### config.mk
export PLATFORM = sky130hd
export DESIGN_NAME = recursive_mutex_with_fifo_waiters_flat
export DESIGN_NICKNAME = d
export VERILOG_FILES = /design/src/rmfw_pkg.sv /design/src/rmfw_if.sv /design/src/recursive_mutex_with_fifo_waiters.sv /design/src/rmfw_ram.sv /design/src/rmfw_core.sv /design/src/flat_wrapper.sv
export SDC_FILE = /design/constraint.sdc
export NUM_CORES = 1
export LEC_CHECK = 0
export BUFFER_PORTS_ARGS = -buffer_cell sky130_fd_sc_hd__buf_4
export CAP_MARGIN = 25
export CORE_MARGIN = 2
export CORE_UTILIZATION = 55
export CTS_BUF_LIST = sky130_fd_sc_hd__clkbuf_4
export CTS_CLUSTER_SIZE = 8
export DETAILED_ROUTE_END_ITERATION = 8
export PLACE_DENSITY = 0.75
export SYNTH_ARGS = -nofsm -noshare
export SYNTH_HDL_FRONTEND = slang
export SYNTH_HIERARCHICAL = 1
export SYNTH_SLANG_ARGS = --single-unit
### constraint.sdc
create_clock -name clk_i -period 3.3 [get_ports clk_i]
set_clock_uncertainty 0.15 [all_clocks]
set_input_delay 0 -clock clk_i [delete_from_list [all_inputs] [get_ports clk_i]]
set_output_delay 0 -clock clk_i [all_outputs]
set_load 0.01 [all_outputs]
### src/rmfw_pkg.sv
package rmfw_pkg;

  localparam int unsigned NUM_THREADS = 16;
  localparam int unsigned COUNT_WIDTH = 8;

  // fixed field widths of the request and response
  localparam int unsigned CmdWidth       = 1;
  localparam int unsigned TidWidth       = 4;
  localparam int unsigned StatusWidth    = 4;
  localparam int unsigned HoldCountWidth = 8;

  localparam int unsigned PtrWidth  = (NUM_THREADS > 1) ? $clog2(NUM_THREADS) : 1;
  localparam int unsigned FillWidth = $clog2(NUM_THREADS + 1);

  localparam logic [COUNT_WIDTH-1:0] CountLimit = {COUNT_WIDTH{1'b1}};

  // commands
  localparam logic [CmdWidth-1:0] CMD_ACQUIRE = 1'b0;
  localparam logic [CmdWidth-1:0] CMD_RELEASE = 1'b1;

  // response status codes
  localparam logic [StatusWidth-1:0] ST_GRANTED         = 4'd0;
  localparam logic [StatusWidth-1:0] ST_REGRANTED       = 4'd1;
  localparam logic [StatusWidth-1:0] ST_QUEUED          = 4'd2;
  localparam logic [StatusWidth-1:0] ST_PARTIAL         = 4'd3;
  localparam logic [StatusWidth-1:0] ST_FREED           = 4'd4;
  localparam logic [StatusWidth-1:0] ST_HANDED          = 4'd5;
  localparam logic [StatusWidth-1:0] ST_NOT_HOLDER      = 4'd6;
  localparam logic [StatusWidth-1:0] ST_ALREADY_WAITING = 4'd7;
  localparam logic [StatusWidth-1:0] ST_OVERFLOW        = 4'd8;

  typedef struct packed {
    logic                   held;
    logic [TidWidth-1:0]    holder;
    logic [COUNT_WIDTH-1:0] count;
    logic [PtrWidth-1:0]    head;
    logic [PtrWidth-1:0]    tail;
    logic [FillWidth-1:0]   fill;
    logic [NUM_THREADS-1:0] waiting;
  } lock_state_t;

  typedef struct packed {
    logic                      we;
    logic [PtrWidth-1:0]       waddr;
    logic [TidWidth-1:0]       wdata;
  } ring_wr_t;

  typedef struct packed {
    logic [StatusWidth-1:0]    status;
    logic                      woken_valid;
    logic [TidWidth-1:0]       woken_thread;
    logic [HoldCountWidth-1:0] hold_count;
  } rsp_t;

  function automatic logic [PtrWidth-1:0] ring_next(input logic [PtrWidth-1:0] p);
    logic [PtrWidth-1:0] r;
    if (p == PtrWidth'(NUM_THREADS - 1)) r = '0;
    else r = p + PtrWidth'(1);
    return r;
  endfunction

endpackage

### src/rmfw_if.sv
interface rmfw_req_if;
  logic                              valid;
  logic                              ready;
  logic [rmfw_pkg::CmdWidth-1:0]     command;
  logic [rmfw_pkg::TidWidth-1:0]     thread_id;

  modport source (output valid, output command, output thread_id, input ready);
  modport sink   (input valid, input command, input thread_id, output ready);
endinterface

interface rmfw_rsp_if;
  logic                                  valid;
  logic                                  ready;
  logic [rmfw_pkg::StatusWidth-1:0]      status;
  logic                                  woken_valid;
  logic [rmfw_pkg::TidWidth-1:0]         woken_thread;
  logic [rmfw_pkg::HoldCountWidth-1:0]   hold_count;

  modport source (output valid, output status, output woken_valid, output woken_thread,
                  output hold_count, input ready);
  modport sink   (input valid, input status, input woken_valid, input woken_thread,
                  input hold_count, output ready);
endinterface

### src/recursive_mutex_with_fifo_waiters.sv
// recursive lock with a first-in first-out wait queue
//
// req_i carries one request per handshake: command (0 acquire, 1 release)
// and thread_id. rsp_o returns exactly one response per request, in order:
// status, woken_valid/woken_thread (set when the lock was handed to the
// oldest waiter) and the holder's hold_count after the request.
//
// each request takes an accept cycle, then an execute cycle in which the
// wait ring entry at the queue head, read from the registered output of
// the ring ram, is available and the new lock state, ring write and
// response are committed together. a new request is accepted only once
// the previous one has committed.
//
// the response sits in an output register, so a new request is accepted
// while the previous response still waits. if the receiver stalls and the
// output register is full, the execute cycle holds until it drains.
//
// reset (rst_ni low, asynchronous) frees the lock, empties the queue and
// clears the waiting mask; the ring ram itself needs no clearing.
module recursive_mutex_with_fifo_waiters (
  input  logic       clk_i,
  input  logic       rst_ni,
  rmfw_req_if.sink   req_i,
  rmfw_rsp_if.source rsp_o
);

  localparam logic S_IDLE = 1'b0;
  localparam logic S_EXEC = 1'b1;

  logic fsm_q, fsm_d;

  // latched request
  logic [rmfw_pkg::CmdWidth-1:0] cmd_q;
  logic [rmfw_pkg::TidWidth-1:0] tid_q;

  // architectural lock state
  rmfw_pkg::lock_state_t lock_q, lock_d;

  // output register
  logic           out_valid_q, out_valid_d;
  rmfw_pkg::rsp_t out_q;

  rmfw_pkg::rsp_t   core_rsp;
  rmfw_pkg::ring_wr_t ring_wr;
  logic [rmfw_pkg::TidWidth-1:0] head_tid;

  logic accept;
  logic commit;

  assign req_i.ready = (fsm_q == S_IDLE);
  assign accept      = req_i.valid && req_i.ready;

  // execute completes only when the output register can take the response
  assign commit = (fsm_q == S_EXEC) && (!out_valid_q || rsp_o.ready);

  // ring ram read address follows the head; data is valid in the execute cycle
  // since the head only moves on commit and the state returns to idle after
  rmfw_ram #(
    .Width (rmfw_pkg::TidWidth),
    .Depth (rmfw_pkg::NUM_THREADS)
  ) u_ring (
    .clk_i   (clk_i),
    .we_i    (ring_wr.we && commit),
    .waddr_i (ring_wr.waddr),
    .wdata_i (ring_wr.wdata),
    .raddr_i (lock_q.head),
    .rdata_o (head_tid)
  );

  rmfw_core u_core (
    .command_i   (cmd_q),
    .thread_id_i (tid_q),
    .state_i     (lock_q),
    .head_tid_i  (head_tid),
    .state_o     (lock_d),
    .ring_wr_o   (ring_wr),
    .rsp_o       (core_rsp)
  );

  always_comb begin
    fsm_d = fsm_q;
    case (fsm_q)
      S_IDLE: begin
        if (accept) fsm_d = S_EXEC;
      end
      S_EXEC: begin
        if (commit) fsm_d = S_IDLE;
      end
      default: fsm_d = S_IDLE;
    endcase
  end

  always_comb begin
    out_valid_d = out_valid_q;
    if (commit) begin
      out_valid_d = 1'b1;
    end else if (rsp_o.ready) begin
      out_valid_d = 1'b0;
    end
  end

  always_ff @(posedge clk_i or negedge rst_ni) begin
    if (!rst_ni) begin
      fsm_q       <= S_IDLE;
      out_valid_q <= 1'b0;
      lock_q      <= '0;
    end else begin
      fsm_q       <= fsm_d;
      out_valid_q <= out_valid_d;
      if (commit) begin
        lock_q <= lock_d;
      end
    end
  end

  // payload registers
  always_ff @(posedge clk_i) begin
    if (accept) begin
      cmd_q <= req_i.command;
      tid_q <= req_i.thread_id;
    end
    if (commit) begin
      out_q <= core_rsp;
    end
  end

  assign rsp_o.valid        = out_valid_q;
  assign rsp_o.status       = out_q.status;
  assign rsp_o.woken_valid  = out_q.woken_valid;
  assign rsp_o.woken_thread = out_q.woken_thread;
  assign rsp_o.hold_count   = out_q.hold_count;

endmodule

### src/rmfw_ram.sv
module rmfw_ram #(
  parameter int unsigned Width = 4,
  parameter int unsigned Depth = 16
) (
  input  logic                                          clk_i,
  input  logic                                          we_i,
  input  logic [((Depth > 1) ? $clog2(Depth) : 1)-1:0]  waddr_i,
  input  logic [Width-1:0]                              wdata_i,
  input  logic [((Depth > 1) ? $clog2(Depth) : 1)-1:0]  raddr_i,
  output logic [Width-1:0]                              rdata_o
);

  logic [Width-1:0] mem_q [Depth];
  logic [Width-1:0] rdata_q;

  always_ff @(posedge clk_i) begin
    if (we_i) begin
      mem_q[waddr_i] <= wdata_i;
    end
    rdata_q <= mem_q[raddr_i];
  end

  assign rdata_o = rdata_q;

endmodule

### src/rmfw_core.sv
module rmfw_core (
  input  logic [rmfw_pkg::CmdWidth-1:0] command_i,
  input  logic [rmfw_pkg::TidWidth-1:0] thread_id_i,
  input  rmfw_pkg::lock_state_t         state_i,
  input  logic [rmfw_pkg::TidWidth-1:0] head_tid_i,
  output rmfw_pkg::lock_state_t         state_o,
  output rmfw_pkg::ring_wr_t            ring_wr_o,
  output rmfw_pkg::rsp_t                rsp_o
);

  logic                                 tid_ok;
  logic                                 is_holder;
  logic [rmfw_pkg::COUNT_WIDTH-1:0]     count_dec;
  logic [rmfw_pkg::TidWidth-1:0]        woken;

  assign tid_ok    = (32'(thread_id_i) < 32'(rmfw_pkg::NUM_THREADS));
  assign is_holder = state_i.held && (state_i.holder == thread_id_i);
  assign count_dec = state_i.count - rmfw_pkg::COUNT_WIDTH'(1);

  always_comb begin
    state_o    = state_i;
    ring_wr_o  = '0;
    woken      = '0;
    rsp_o      = '0;
    rsp_o.status = rmfw_pkg::ST_NOT_HOLDER;
    ring_wr_o.waddr = state_i.tail;
    ring_wr_o.wdata = thread_id_i;

    if (tid_ok) begin
      if (command_i == rmfw_pkg::CMD_ACQUIRE) begin
        if (is_holder) begin
          if (state_i.count == rmfw_pkg::CountLimit) begin
            rsp_o.status = rmfw_pkg::ST_OVERFLOW;
          end else begin
            state_o.count = state_i.count + rmfw_pkg::COUNT_WIDTH'(1);
            rsp_o.status  = rmfw_pkg::ST_REGRANTED;
          end
        end else if (!state_i.held) begin
          state_o.held   = 1'b1;
          state_o.holder = thread_id_i;
          state_o.count  = rmfw_pkg::COUNT_WIDTH'(1);
          rsp_o.status   = rmfw_pkg::ST_GRANTED;
        end else if (state_i.waiting[thread_id_i] ||
                     (state_i.fill >= rmfw_pkg::FillWidth'(rmfw_pkg::NUM_THREADS))) begin
          rsp_o.status = rmfw_pkg::ST_ALREADY_WAITING;
        end else begin
          // join the tail of the wait ring
          ring_wr_o.we                 = 1'b1;
          state_o.tail                 = rmfw_pkg::ring_next(state_i.tail);
          state_o.fill                 = state_i.fill + rmfw_pkg::FillWidth'(1);
          state_o.waiting[thread_id_i] = 1'b1;
          rsp_o.status                 = rmfw_pkg::ST_QUEUED;
        end
      end else if (is_holder) begin
        if (count_dec != '0) begin
          state_o.count = count_dec;
          rsp_o.status  = rmfw_pkg::ST_PARTIAL;
        end else if (state_i.fill != '0) begin
          // hand the lock straight to the oldest waiter
          woken                  = head_tid_i;
          state_o.head           = rmfw_pkg::ring_next(state_i.head);
          state_o.fill           = state_i.fill - rmfw_pkg::FillWidth'(1);
          state_o.waiting[woken] = 1'b0;
          state_o.holder         = woken;
          state_o.count          = rmfw_pkg::COUNT_WIDTH'(1);
          rsp_o.woken_valid      = 1'b1;
          rsp_o.status           = rmfw_pkg::ST_HANDED;
        end else begin
          state_o.held   = 1'b0;
          state_o.holder = '0;
          state_o.count  = '0;
          rsp_o.status   = rmfw_pkg::ST_FREED;
        end
      end
    end

    rsp_o.woken_thread = woken;
    rsp_o.hold_count   = state_o.held ? rmfw_pkg::HoldCountWidth'(state_o.count) : '0;
  end

endmodule
### src/flat_wrapper.sv
// flat-port wrapper written by rule: the top's interface ports become plain ports
module recursive_mutex_with_fifo_waiters_flat 
  (clk_i, rst_ni, req_i_valid, req_i_command, req_i_thread_id, req_i_ready, rsp_o_valid, rsp_o_status, rsp_o_woken_valid, rsp_o_woken_thread, rsp_o_hold_count, rsp_o_ready);
  rmfw_req_if req_i_i ();
  rmfw_rsp_if rsp_o_i ();
  input  logic clk_i;
  input  logic rst_ni;
  input wire logic [$bits(req_i_i.valid)-1:0] req_i_valid;
  input wire logic [$bits(req_i_i.command)-1:0] req_i_command;
  input wire logic [$bits(req_i_i.thread_id)-1:0] req_i_thread_id;
  output wire logic [$bits(req_i_i.ready)-1:0] req_i_ready;
  output wire logic [$bits(rsp_o_i.valid)-1:0] rsp_o_valid;
  output wire logic [$bits(rsp_o_i.status)-1:0] rsp_o_status;
  output wire logic [$bits(rsp_o_i.woken_valid)-1:0] rsp_o_woken_valid;
  output wire logic [$bits(rsp_o_i.woken_thread)-1:0] rsp_o_woken_thread;
  output wire logic [$bits(rsp_o_i.hold_count)-1:0] rsp_o_hold_count;
  input wire logic [$bits(rsp_o_i.ready)-1:0] rsp_o_ready;
  assign req_i_i.valid = req_i_valid;
  assign req_i_i.command = req_i_command;
  assign req_i_i.thread_id = req_i_thread_id;
  assign req_i_ready = req_i_i.ready;
  assign rsp_o_valid = rsp_o_i.valid;
  assign rsp_o_status = rsp_o_i.status;
  assign rsp_o_woken_valid = rsp_o_i.woken_valid;
  assign rsp_o_woken_thread = rsp_o_i.woken_thread;
  assign rsp_o_hold_count = rsp_o_i.hold_count;
  assign rsp_o_i.ready = rsp_o_ready;
  recursive_mutex_with_fifo_waiters u_core (.clk_i(clk_i), .rst_ni(rst_ni), .req_i(req_i_i), .rsp_o(rsp_o_i));
endmodule
==> qor.log, run 1 <==
[power] switching power summed over all nets 1.99 mW
[placed_design] final weighted congestion of routability-driven global placement 0.896
[detailed_routing] first-pass detailed-route iteration total 5
[detailed_routing] total wire length 15100 um
[die] initial cell density of the core 56.3%
[setup_path] reg-to-reg slack, setup 0.17 ns
[yosys] average cell area after synthesis 13.1 um2
[sta] shortest clock period the worst path allows after layout 3.13 ns
[setup_path] data arrival time of the critical path 3.42 ns
[yosys] sequential cell area fraction in the yosys report 53.0%
[yosys] flip-flop and latch count after synthesis 134
[detailed_routing] DRC marker count from the first detailed-route iteration 395
[cells_and_area] fillers 950
[sta] final worst setup slack 0.169 ns
[setup_path] Cell Chain, Critical Path buf_4, xor2_1, or4_1, nor2_8, nand4_1, inv_1, nand3_1, a21o_1, mux2_4
[setup_path] Worst R2R Start u_core/tid_q[1]$_DFFE_PP_
[hold_path] class of the tightest hold or removal check primary input to flip-flop
[placed_design] post-placement setup slack 0.0155 ns
[clocking] maximum count of clock buffers along a single path 2
[die] floorplan row count 41
[clocking] Clock Latency Late Sink 0.55 ns
[yosys] count leader, synth sky130_fd_sc_hd__edfxtp_1
[yosys] instance count of the mapped netlist 543
[die] Vert. Die Dim 118 um
[setup_path] R2R cell count 9
[cells_and_area] fraction of final layout cells with drive strength greater than 1 24.5%
[hold_path] hold path endpoint u_core/tid_q[1]$_DFFE_PP_
[cells_and_area] Area Growth Syn to Fin 11.0%
[detailed_routing] vias 4753
[setup_path] worst path required time 3.59 ns
[global_routing] sum of overflow across all layers after global routing 0
[placed_design] final HPWL from detailed placement 9990 um
[power] Power per Cell Area 728 mW/mm2
[sta] number of max-slew violations in the final report 0
[die] io pins 28
[die] width of the chip 118 um
[setup_path] FF-to-FF End u_core/lock_q[28]$_DFFE_PN0P_
[global_routing] first-pass GRT wire length 24600 um
[run_status] outcome completed
[die] Die Footprint 0.0138 mm2
[yosys] Distinct cells, synth 66
[detailed_routing] mean number of vias per cell 6.18
[cells_and_area] post-layout net count 600
[yosys] top area cells in the synthesized netlist sky130_fd_sc_hd__edfxtp_1 (36%), sky130_fd_sc_hd__dfrtp_1 (16%), sky130_fd_sc_hd__mux2_4 (8.2%)
[clocking] total CTS buffers 17
[global_routing] number of global-route vias before repair 4718
[yosys] post-synth top area share 36.4%
[setup_path] type of origin of the critical path flip-flop
[flow_run] Max-Cap Viols 0
[sta] number of failing hold endpoints at the final stage 0
[sta] fmax 319 MHz
[clocking] Worst-path clk slew 0.12 ns
[die] area of the core 0.0126 mm2
[detailed_routing] average detailed-routed wire length per instance 19.7 um
[global_routing] Overall Global Routing Usage 22.9%
[yosys] number of enable-type register cells in the synthesized netlist 86
[power] Max rail drop VDD 0.000292 V
[power] Cell Int Power 3.75 mW
[setup_path] critical path's largest stage delay 0.62 ns
[placed_design] number of instances in the placed design 721
[sta] share of the clock period used by the worst path 94.9%
[placed_design] number of input and output port buffers inserted 27
[setup_path] crit end category flip-flop
[global_routing] pin count of the biggest net entering global routing 58
[hold_path] worst hold path startpoint req_i_thread_id[1]
[yosys] library cell occupying the most area in the post-synthesis netlist sky130_fd_sc_hd__edfxtp_1
[power] Leakage Power 3.02 nW
[yosys] number of warnings reported in the yosys synthesis log 6
[sta] count of endpoints failing setup in the final report 0
[yosys] asr flop ratio synth 32.8%
[clocking] number of clock sinks seen by CTS 134
[clocking] clock tree from TritonCTS built
[power] clock network fraction of total power 21.5%
[clocking] root buffer selected by CTS sky130_fd_sc_hd__clkbuf_4
[setup_path] cell with the biggest individual delay on the critical path sky130_fd_sc_hd__or4_1
[cells_and_area] area of the multi-input gates 0.00303 mm2
[yosys] prevailing post-synth register cell sky130_fd_sc_hd__edfxtp_1
[detailed_routing] Remaining DRCs 0
[sta] setup repair after global routing missed its margin yes
[power] Sequential Power Share 44.1%
[yosys] most instantiated cells after synthesis sky130_fd_sc_hd__edfxtp_1 (86), sky130_fd_sc_hd__dfrtp_1 (44), sky130_fd_sc_hd__mux2_4 (39)
[power] fraction of power consumed by combinational cells 34.4%
[cells_and_area] Final Instance Count excl. Fillers 769
[setup_path] highest net fanout along the worst path 10
[detailed_routing] Routed Antenna Nets 0
[setup_path] worst setup path category flip-flop to flip-flop
[global_routing] initial antenna violation count 1
[power] total power consumption of the routed design 5.74 mW
[yosys] post-synth design cell area 0.00710 mm2
[yosys] Net Count, Synth 560
[sta] slew of the pin with the lowest slew margin 0.992 ns
[cells_and_area] Sequential Area 0.00376 mm2
[power] switching fraction of total power 34.6%
[clocking] H-tree depth 4
[hold_path] cell count of the worst hold path 2
[sta] Slew HR 33.8%
## cell usage in the layout (no fill, tap or decap), types with 4 or more instances in the layout
cell type                        n
sky130_fd_sc_hd__a211oi_1        8
sky130_fd_sc_hd__a21o_1          7
sky130_fd_sc_hd__a21oi_1         5
sky130_fd_sc_hd__a22oi_1         5
sky130_fd_sc_hd__a31oi_1         6
sky130_fd_sc_hd__and2_1         11
sky130_fd_sc_hd__buf_4          46
sky130_fd_sc_hd__bufinv_16       4
sky130_fd_sc_hd__clkbuf_4       18
sky130_fd_sc_hd__dfrtp_1        44
sky130_fd_sc_hd__dfxtp_1         4
sky130_fd_sc_hd__dlygate4sd3_1  12
sky130_fd_sc_hd__edfxtp_1       86
sky130_fd_sc_hd__ha_1            8
sky130_fd_sc_hd__inv_1          12
sky130_fd_sc_hd__mux2_2          5
sky130_fd_sc_hd__mux2_4         39
sky130_fd_sc_hd__mux2i_1         9
sky130_fd_sc_hd__mux4_1         14
sky130_fd_sc_hd__mux4_2          4
sky130_fd_sc_hd__nand2_1        31
sky130_fd_sc_hd__nand2b_1        7
sky130_fd_sc_hd__nand3_1        36
sky130_fd_sc_hd__nand3b_1        4
sky130_fd_sc_hd__nand4_1         6
sky130_fd_sc_hd__nor2_1         25
sky130_fd_sc_hd__nor2b_1         7
sky130_fd_sc_hd__nor3_1         13
sky130_fd_sc_hd__o21ai_0        29
sky130_fd_sc_hd__o31ai_1         8
sky130_fd_sc_hd__o41ai_1         4
sky130_fd_sc_hd__or4_1           4
sky130_fd_sc_hd__xnor2_1         7
sky130_fd_sc_hd__xor2_1         12
## power groups by stage
stage	clock network [mW]	registers [mW]	logic, mW
after global placement	0	2.53	1.87
after floorplan	0	2.36	1.68
after detailed placement	0	2.55	1.92
final	1.23	2.53	1.98
after global routing	1.32	2.58	2.16
after CTS	1.25	2.52	1.95
## state kept, by name, indices dropped and copies added, names as in the netlist
signal and cells:
u_core/lock_q 42, u_core/rsp_o.woken_thread 4, u_core/tid_q 4, u_core/u_ring/mem_q 64
u_core/cmd_q 1, u_core/rsp_o.status 4, u_core/rsp_o.hold_count 8, u_core/rsp_o.valid 1
u_core/rsp_o.woken_valid 1, u_core/fsm_q 1, u_core/u_ring/rdata_o 4
## worst max-delay path, delay by kind of cell, from the launching register on
kind            cells  cell delay, ns
buf+inv             2            0.49
simple gates        4            1.21
xor+xnor            1            0.17
flops               1            0.55
compound gates      1            0.20
mux                 1            0.25
## worst max-delay path by stage
| stage | start | endpoint | slack, ns | cells after the start |
|---|---|---|---|---|
| floorplan | u_core/tid_q[1]$_DFFE_PP_ | u_core/u_ring/mem_q[0][0]$_DFFE_PP_ | 0.0009 | 10 |
| global placement | u_core/tid_q[1]$_DFFE_PP_ | u_core/u_ring/mem_q[0][3]$_DFFE_PP_ | 0.16 | 8 |
| detailed placement | u_core/tid_q[1]$_DFFE_PP_ | u_core/u_ring/mem_q[0][2]$_DFFE_PP_ | 0.02 | 8 |
| CTS | u_core/tid_q[1]$_DFFE_PP_ | u_core/u_ring/mem_q[2][0]$_DFFE_PP_ | 0.12 | 8 |
| global route | u_core/lock_q[30]$_DFFE_PN0P_ | u_core/lock_q[14]$_DFFE_PN0P_ | -0.02 | 9 |
| finish | u_core/tid_q[1]$_DFFE_PP_ | u_core/lock_q[28]$_DFFE_PN0P_ | 0.17 | 9 |
## cell type report
cell class                 instances  share of cell area, %
multi-input combinational        359                   38.4
antenna                            1                 0.0318
tap                              172                   2.73
inverter                          12                  0.572
sequential                       134                   47.8
timing repair buffer              59                   6.25
clock buffer                      18                   1.71
clock inverter                    14                   2.52
## layer usage
metal,up-vias,track usage (%),share of wire [%]
li1,2156,-,-
met5,-,0,0
met4,0,10.6,2.8
met2,233,36.0,48
met3,41,5.67,7.5
met1,2323,30.1,42
## what timing repair did
| item | CTS | global route |
|---|---|---|
| hold buffers | 13 | 0 |
| setup endpoints to repair | 4 | 17 |
| cloned | 0 | 0 |
| setup buffers | 0 | 2 |
| resized for setup | 1 | 4 |
| endpoints found under the hold margin | 56 | 0 |
## through the flow
step                      setup TNS (ns)  utilization (%)  area, um2  hold slack (ns)
final                                  0             62.5       7880           0.0371
after global routing             -0.0163             62.5       7880          0.00918
after CTS                              0             62.2       7850         0.000376
after detailed placement               0             58.3       7360          -0.0836
after global placement                 0             58.3       7360          -0.0866
after floorplan                        0                -       7100           -0.446
## cell families (layout without fill, tap and decap cells)
kind of cell / after synthesis / in the layout / synth area share (%)
mux: 71 / 71 / 16.8
fa+ha+maj: 8 / 8 / 1.41
compound gates: 87 / 87 / 8.16
buf+inv: 50 / 103 / 4.65
flops: 134 / 134 / 53.0
xor+xnor: 20 / 20 / 2.57
other cells: 0 / 1 / 0
simple gates: 173 / 173 / 13.5
No activity file was read; power rests on OpenSTA's default activity.
==> run 2: changes to the inputs <==
Settings changed: CTS_BUF_LIST sky130_fd_sc_hd__clkbuf_4 to default, GPL_TIMING_DRIVEN from default to 0.
==> qor.log, run 2 (synthesis gave the netlist of run 1 again) <==
[sta] share of the clock period used by the worst path 98.7%
[setup_path] FF-to-FF End u_core/u_ring/mem_q[12][1]$_DFFE_PP_
[cells_and_area] utilization of the core after routing 65.7%
[power] Max rail drop VDD 0.000523 V
[cells_and_area] most common cell after layout, fill and taps aside sky130_fd_sc_hd__edfxtp_1
[global_routing] first-pass GRT wire length 24800 um
[setup_path] Worst R2R Start u_core/tid_q[1]$_DFFE_PP_
[detailed_routing] first-pass detailed-route iteration total 6
[die] Vert. Die Dim 118 um
[run_status] outcome completed
[sta] count of endpoints failing setup in the final report 0
[sta] number of max-slew violations in the final report 0
[detailed_routing] Remaining DRCs 0
[sta] slew of the pin with the lowest slew margin 1.09 ns
[setup_path] data arrival time of the critical path 3.17 ns
[cells_and_area] total non-filler cell area in the finished layout 0.00830 mm2
[sta] Slew HR 26.5%
[detailed_routing] DRC marker count from the first detailed-route iteration 339
[power] Power per Cell Area 770 mW/mm2
[global_routing] sum of overflow across all layers after global routing 0
[global_routing] initial antenna violation count 0
[clocking] total CTS buffers 17
[clocking] clock tree from TritonCTS built
[flow_run] Max-Cap Viols 0
[die] area of the core 0.0126 mm2
[detailed_routing] Routed Antenna Nets 0
[global_routing] number of global-route vias before repair 4839
[clocking] number of clock sinks seen by CTS 134
[detailed_routing] vias 4750
[detailed_routing] average detailed-routed wire length per instance 19.5 um
[cells_and_area] post-layout net count 620
[setup_path] worst setup path category flip-flop to flip-flop
[clocking] Clock Latency Late Sink 0.43 ns
[die] width of the chip 118 um
[clocking] maximum count of clock buffers along a single path 2
[placed_design] final HPWL from detailed placement 10300 um
[placed_design] dpl cell area 0.00752 mm2
[setup_path] startpoint of the most critical setup path u_core/tid_q[1]$_DFFE_PP_
[setup_path] crit end category flip-flop
[setup_path] type of origin of the critical path flip-flop
[placed_design] number of input and output port buffers inserted 27
[clocking] root buffer selected by CTS sky130_fd_sc_hd__clkbuf_16
[placed_design] final weighted congestion of routability-driven global placement 0.895
[detailed_routing] total wire length 15300 um
[setup_path] worst path required time 3.21 ns
[cells_and_area] flip-flop count of the largest register, all copies and words added 64
[global_routing] Overall Global Routing Usage 23.0%
[cells_and_area] commonest non-fill, non-tap cells in the layout sky130_fd_sc_hd__edfxtp_1 (86), sky130_fd_sc_hd__dfrtp_1 (43), sky130_fd_sc_hd__buf_4 (42), sky130_fd_sc_hd__mux2_4 (39), sky130_fd_sc_hd__nand3_1 (36)
[cells_and_area] fraction of final layout cells with drive strength greater than 1 26.3%
[cells_and_area] Area Growth Syn to Fin 16.8%
[cells_and_area] number of antenna cells inserted 0
[sta] number of failing hold endpoints at the final stage 0
[sta] fmax 307 MHz
[setup_path] R2R cell count 10
[detailed_routing] mean number of vias per cell 6.04
[setup_path] CP endpoint u_core/u_ring/mem_q[12][1]$_DFFE_PP_
[die] io pins 28
[die] floorplan row count 41
[hold_path] class of the tightest hold or removal check primary input to flip-flop
[die] initial cell density of the core 56.3%
[clocking] Worst-path clk slew 0.06 ns
[die] Die Footprint 0.0138 mm2
[global_routing] pin count of the biggest net entering global routing 45
[setup_path] highest net fanout along the worst path 10
[setup_path] reg-to-reg slack, setup 0.04 ns
[cells_and_area] Top reg by flops u_core/u_ring/mem_q
[power] Leakage Power 3.20 nW
[sta] shortest clock period the worst path allows after layout 3.26 ns
[clocking] H-tree depth 4
==> run 2: changes by cell type in the layout (fill, tap and decap cells not counted), sizes merged <==
cell | previous run | this run
clkbuf | 18 | 31
buf | 47 | 57
bufinv | 4 | 1
dlygate4sd3 | 12 | 9
clkinv | 4 | 5
diode | 1 | 0
inv | 15 | 16
==> run 2: how the worst min path moves through the flow <==
stage / start / end / slack [ns] / cells after the start
2_1_floorplan: rst_ni / u_core/fsm_q$_DFF_PN0_ / -0.45 / 0
3_3_place_gp: rst_ni / u_core/lock_q[10]$_DFFE_PN0P_ / -0.10 / 1
3_5_place_dp: rst_ni / u_core/lock_q[16]$_DFFE_PN0P_ / -0.10 / 1
4_1_cts: req_i_thread_id[0] / u_core/tid_q[0]$_DFFE_PP_ / 0.13 / 2
5_1_grt: req_i_command / u_core/cmd_q$_DFFE_PP_ / 0.14 / 2
6_report: req_i_thread_id[0] / u_core/tid_q[0]$_DFFE_PP_ / 0.15 / 2
==> run 2: worst max-delay path: stages, from the launching register on <==
cell and delay, ns:
sky130_fd_sc_hd__edfxtp_1 0.40, sky130_fd_sc_hd__buf_4 0.17, sky130_fd_sc_hd__mux4_2 0.49, sky130_fd_sc_hd__mux2i_1 0.24
sky130_fd_sc_hd__or2_4 0.20, sky130_fd_sc_hd__nand3_1 0.09, sky130_fd_sc_hd__buf_4 0.19, sky130_fd_sc_hd__clkinvlp_4 0.08
sky130_fd_sc_hd__and3_2 0.21, sky130_fd_sc_hd__nand3_1 0.16, sky130_fd_sc_hd__nor3_1 0.51
==> run 2: area by class of cell <==
cell class / count / area (um2)
fill: 972 / 4320
sequential: 134 / 3760
multi-input combinational: 359 / 3060
clock buffer: 18 / 429
timing repair buffer: 43 / 365
buffer: 36 / 289
tap: 172 / 215
clock inverter: 13 / 125
inverter: 12 / 48.8
==> run 2: what timing repair did <==
item / 4_1_cts / 5_1_grt
buffers inserted: 2 / 4
hold buffers: 10 / 0
hold endpoints to repair: 56 / 0
pin swaps: 1 / 1
endpoints found under the setup margin: 68 / 35
resized for setup: 12 / 8
==> run 2: report_power, final <==
group | switching [mW] | internal (mW) | total, mW
Clock | 0.721 | 1.04 | 1.76
Combinational | 1.11 | 1.11 | 2.22
Sequential | 0.288 | 2.12 | 2.41
Total | 2.12 | 4.27 | 6.39
==> run 2: per-stage QoR <==
stage | instances | setup TNS (ns) | hold slack, ns | setup WS, ns | total power [mW]
3_3_place_gp | 742 | -15.80 | -0.105 | -0.673 | 4.46
6_report | 787 | 0 | 0.145 | 0.0413 | 6.39
3_5_place_dp | 742 | -18.92 | -0.103 | -0.764 | 4.53
4_1_cts | 784 | 0 | 0.131 | 0.000840 | 6.37
5_1_grt | 787 | -0.560 | 0.144 | -0.0521 | 6.72
2_1_floorplan | 543 | 0 | -0.446 | 0.000889 | 4.03
==> run 2: per-layer routing <==
layer | track usage, % | share of wire, % | up-vias
met4 | 10.4 | 2.5 | 0
met3 | 6.20 | 5.5 | 33
met2 | 37.5 | 50 | 163
li1 | - | - | 2185
met5 | 0 | 0 | -
met1 | 28.7 | 42 | 2369
==> run 3: changes to the inputs <==
Settings changed: REMOVE_ABC_BUFFERS from default to 1.
==> qor.log, run 3 (synthesis gave the netlist of run 1 again) <==
[sta] count of endpoints failing setup in the final report 0
[global_routing] pin count of the biggest net entering global routing 60
[setup_path] kind of cell adding the most delay to the critical path simple AND/OR/NAND/NOR gates
[sta] Slew HR 25.5%
[sta] fmax 315 MHz
[global_routing] Overall Global Routing Usage 23.3%
[detailed_routing] mean number of vias per cell 6.28
[setup_path] highest net fanout along the worst path 10
[global_routing] initial antenna violation count 0
[clocking] total CTS buffers 17
[setup_path] critical path's largest stage delay 0.63 ns
[clocking] clock tree from TritonCTS built
[sta] final worst setup slack 0.130 ns
[die] area of the core 0.0126 mm2
[cells_and_area] most common cell after layout, fill and taps aside sky130_fd_sc_hd__edfxtp_1
[cells_and_area] fraction of final layout cells with drive strength greater than 1 26.6%
[sta] shortest clock period the worst path allows after layout 3.17 ns
[cells_and_area] Top reg by flops u_core/u_ring/mem_q
[power] Max rail drop VDD 0.000425 V
[sta] number of max-slew violations in the final report 0
[global_routing] first-pass GRT wire length 24900 um
[clocking] H-tree depth 4
[die] Die Footprint 0.0138 mm2
[sta] setup tns final 0 ns
[die] initial cell density of the core 56.3%
[cells_and_area] number of antenna cells inserted 0
[flow_run] Max-Cap Viols 0
[placed_design] final HPWL from detailed placement 8750 um
[cells_and_area] Area Growth Syn to Fin 15.3%
[sta] Hold WS -0.00992 ns
[detailed_routing] Remaining DRCs 0
[cells_and_area] commonest non-fill, non-tap cells in the layout sky130_fd_sc_hd__edfxtp_1 (86), sky130_fd_sc_hd__buf_4 (47), sky130_fd_sc_hd__dfrtp_1 (43), sky130_fd_sc_hd__mux2_4 (39), sky130_fd_sc_hd__nand3_1 (35)
[sta] setup repair after global routing missed its margin no
[cells_and_area] flip-flop count of the largest register, all copies and words added 64
[detailed_routing] average detailed-routed wire length per instance 19.8 um
[detailed_routing] Routed Antenna Nets 0
[setup_path] worst setup path category flip-flop to flip-flop
[clocking] Worst-path clk slew 0.06 ns
[setup_path] crit path buf inv count 2
[die] width of the chip 118 um
[setup_path] cell with the biggest individual delay on the critical path sky130_fd_sc_hd__or4_4
[die] floorplan row count 41
[clocking] Clock Latency Late Sink 0.42 ns
[sta] number of failing hold endpoints at the final stage 9
[detailed_routing] DRC marker count from the first detailed-route iteration 578
[die] Vert. Die Dim 118 um
[sta] slew of the pin with the lowest slew margin 1.10 ns
[clocking] maximum count of clock buffers along a single path 2
[clocking] root buffer selected by CTS sky130_fd_sc_hd__clkbuf_16
[detailed_routing] vias 4820
[hold_path] class of the tightest hold or removal check primary input to asynchronous set/reset pin
[clocking] number of clock sinks seen by CTS 134
[placed_design] number of input and output port buffers inserted 27
[run_status] failing checks hold timing
[placed_design] final weighted congestion of routability-driven global placement 0.889
[die] io pins 28
[global_routing] number of global-route vias before repair 4828
[setup_path] type of origin of the critical path flip-flop
[detailed_routing] total wire length 15200 um
[power] Leakage Power 3.15 nW
[setup_path] Cell Chain, Critical Path buf_4, xor2_1, or4_4, nor2_8, nand4_1, buf_4, o41ai_1, o21ai_0, mux2_4
[detailed_routing] first-pass detailed-route iteration total 5
[global_routing] sum of overflow across all layers after global routing 0
[power] Power per Cell Area 784 mW/mm2
[run_status] outcome complete, but fails checks
[setup_path] worst path required time 3.45 ns
[placed_design] post-placement setup slack -1.29 ns
[cells_and_area] post-layout net count 599
[sta] share of the clock period used by the worst path 96.1%
[setup_path] most frequent cell on the critical path sky130_fd_sc_hd__buf_4
[setup_path] data arrival time of the critical path 3.32 ns
[setup_path] crit end category flip-flop
## run 3: report_power, final
part / internal (mW) / leakage (nW) / switching, mW
combinational: 1.04 / 1.49 / 0.994
sequential: 2.12 / 1.37 / 0.416
clock: 1.17 / 0.287 / 0.687
total: 4.33 / 3.15 / 2.10
## run 3: path summary, 6_finish.rpt
check                                        startpoint                             to  slack [ns]  cells past startpoint
setup / recovery              u_core/tid_q[2]$_DFFE_PP_   u_core/lock_q[3]$_DFFE_PN0P_        0.13                      9
hold / removal                                   rst_ni  u_core/lock_q[31]$_DFFE_PN0P_       -0.01                      2
max in group asynchronous                        rst_ni  u_core/lock_q[41]$_DFFE_PN0P_        2.56                      2
setup reg to reg              u_core/tid_q[2]$_DFFE_PP_   u_core/lock_q[3]$_DFFE_PN0P_        0.13                      9
min in group clk_i                   req_i_thread_id[0]      u_core/tid_q[0]$_DFFE_PP_        0.15                      2
hold reg to reg            u_core/lock_q[9]$_DFFE_PN0P_   u_core/lock_q[9]$_DFFE_PN0P_        0.39                      1
## run 3: routing by layer
metal  track usage (%)  share of wire [%]  vias up  wire length (um)
met2              36.7                 48      261              7290
met5                 0                  0        -                 0
met4              10.5                2.2        0               333
met3              6.30                8.5       36              1290
met1              30.3                 41     2380              6310
li1                  -                  -     2143                 -
## run 3: layout make-up
class / count / area [um2]
Timing Repair Buffer: 58 / 470
Fill cell: 913 / 4430
Sequential cell: 134 / 3760
Clock inverter: 11 / 124
Tap cell: 172 / 215
Clock buffer: 21 / 470
Inverter: 12 / 51.3
Multi-Input combinational cell: 359 / 3090
## run 3: timing repair
item | 4_1_cts | 5_1_grt
hold buffers | 8 | 0
setup endpoints to repair | 106 | 44
gates resized for setup | 14 | 9
pin swaps | 2 | 2
hold endpoints to repair | 56 | 0
setup buffers | 14 | 7
## run 3: metrics by stage
step / instance area, um2 / power, mW / utilization (%) / cells / hold WS (ns)
after floorplan: 6820 / 3.89 / - / 505 / -0.446
after global placement: 7240 / 4.28 / 57.3 / 704 / -0.105
after detailed placement: 7240 / 4.38 / 57.4 / 705 / -0.0948
after CTS: 8080 / 6.35 / 64.0 / 759 / 0.00792
after global routing: 8190 / 6.74 / 64.9 / 767 / 0.0447
final: 8190 / 6.42 / 64.9 / 767 / -0.00992
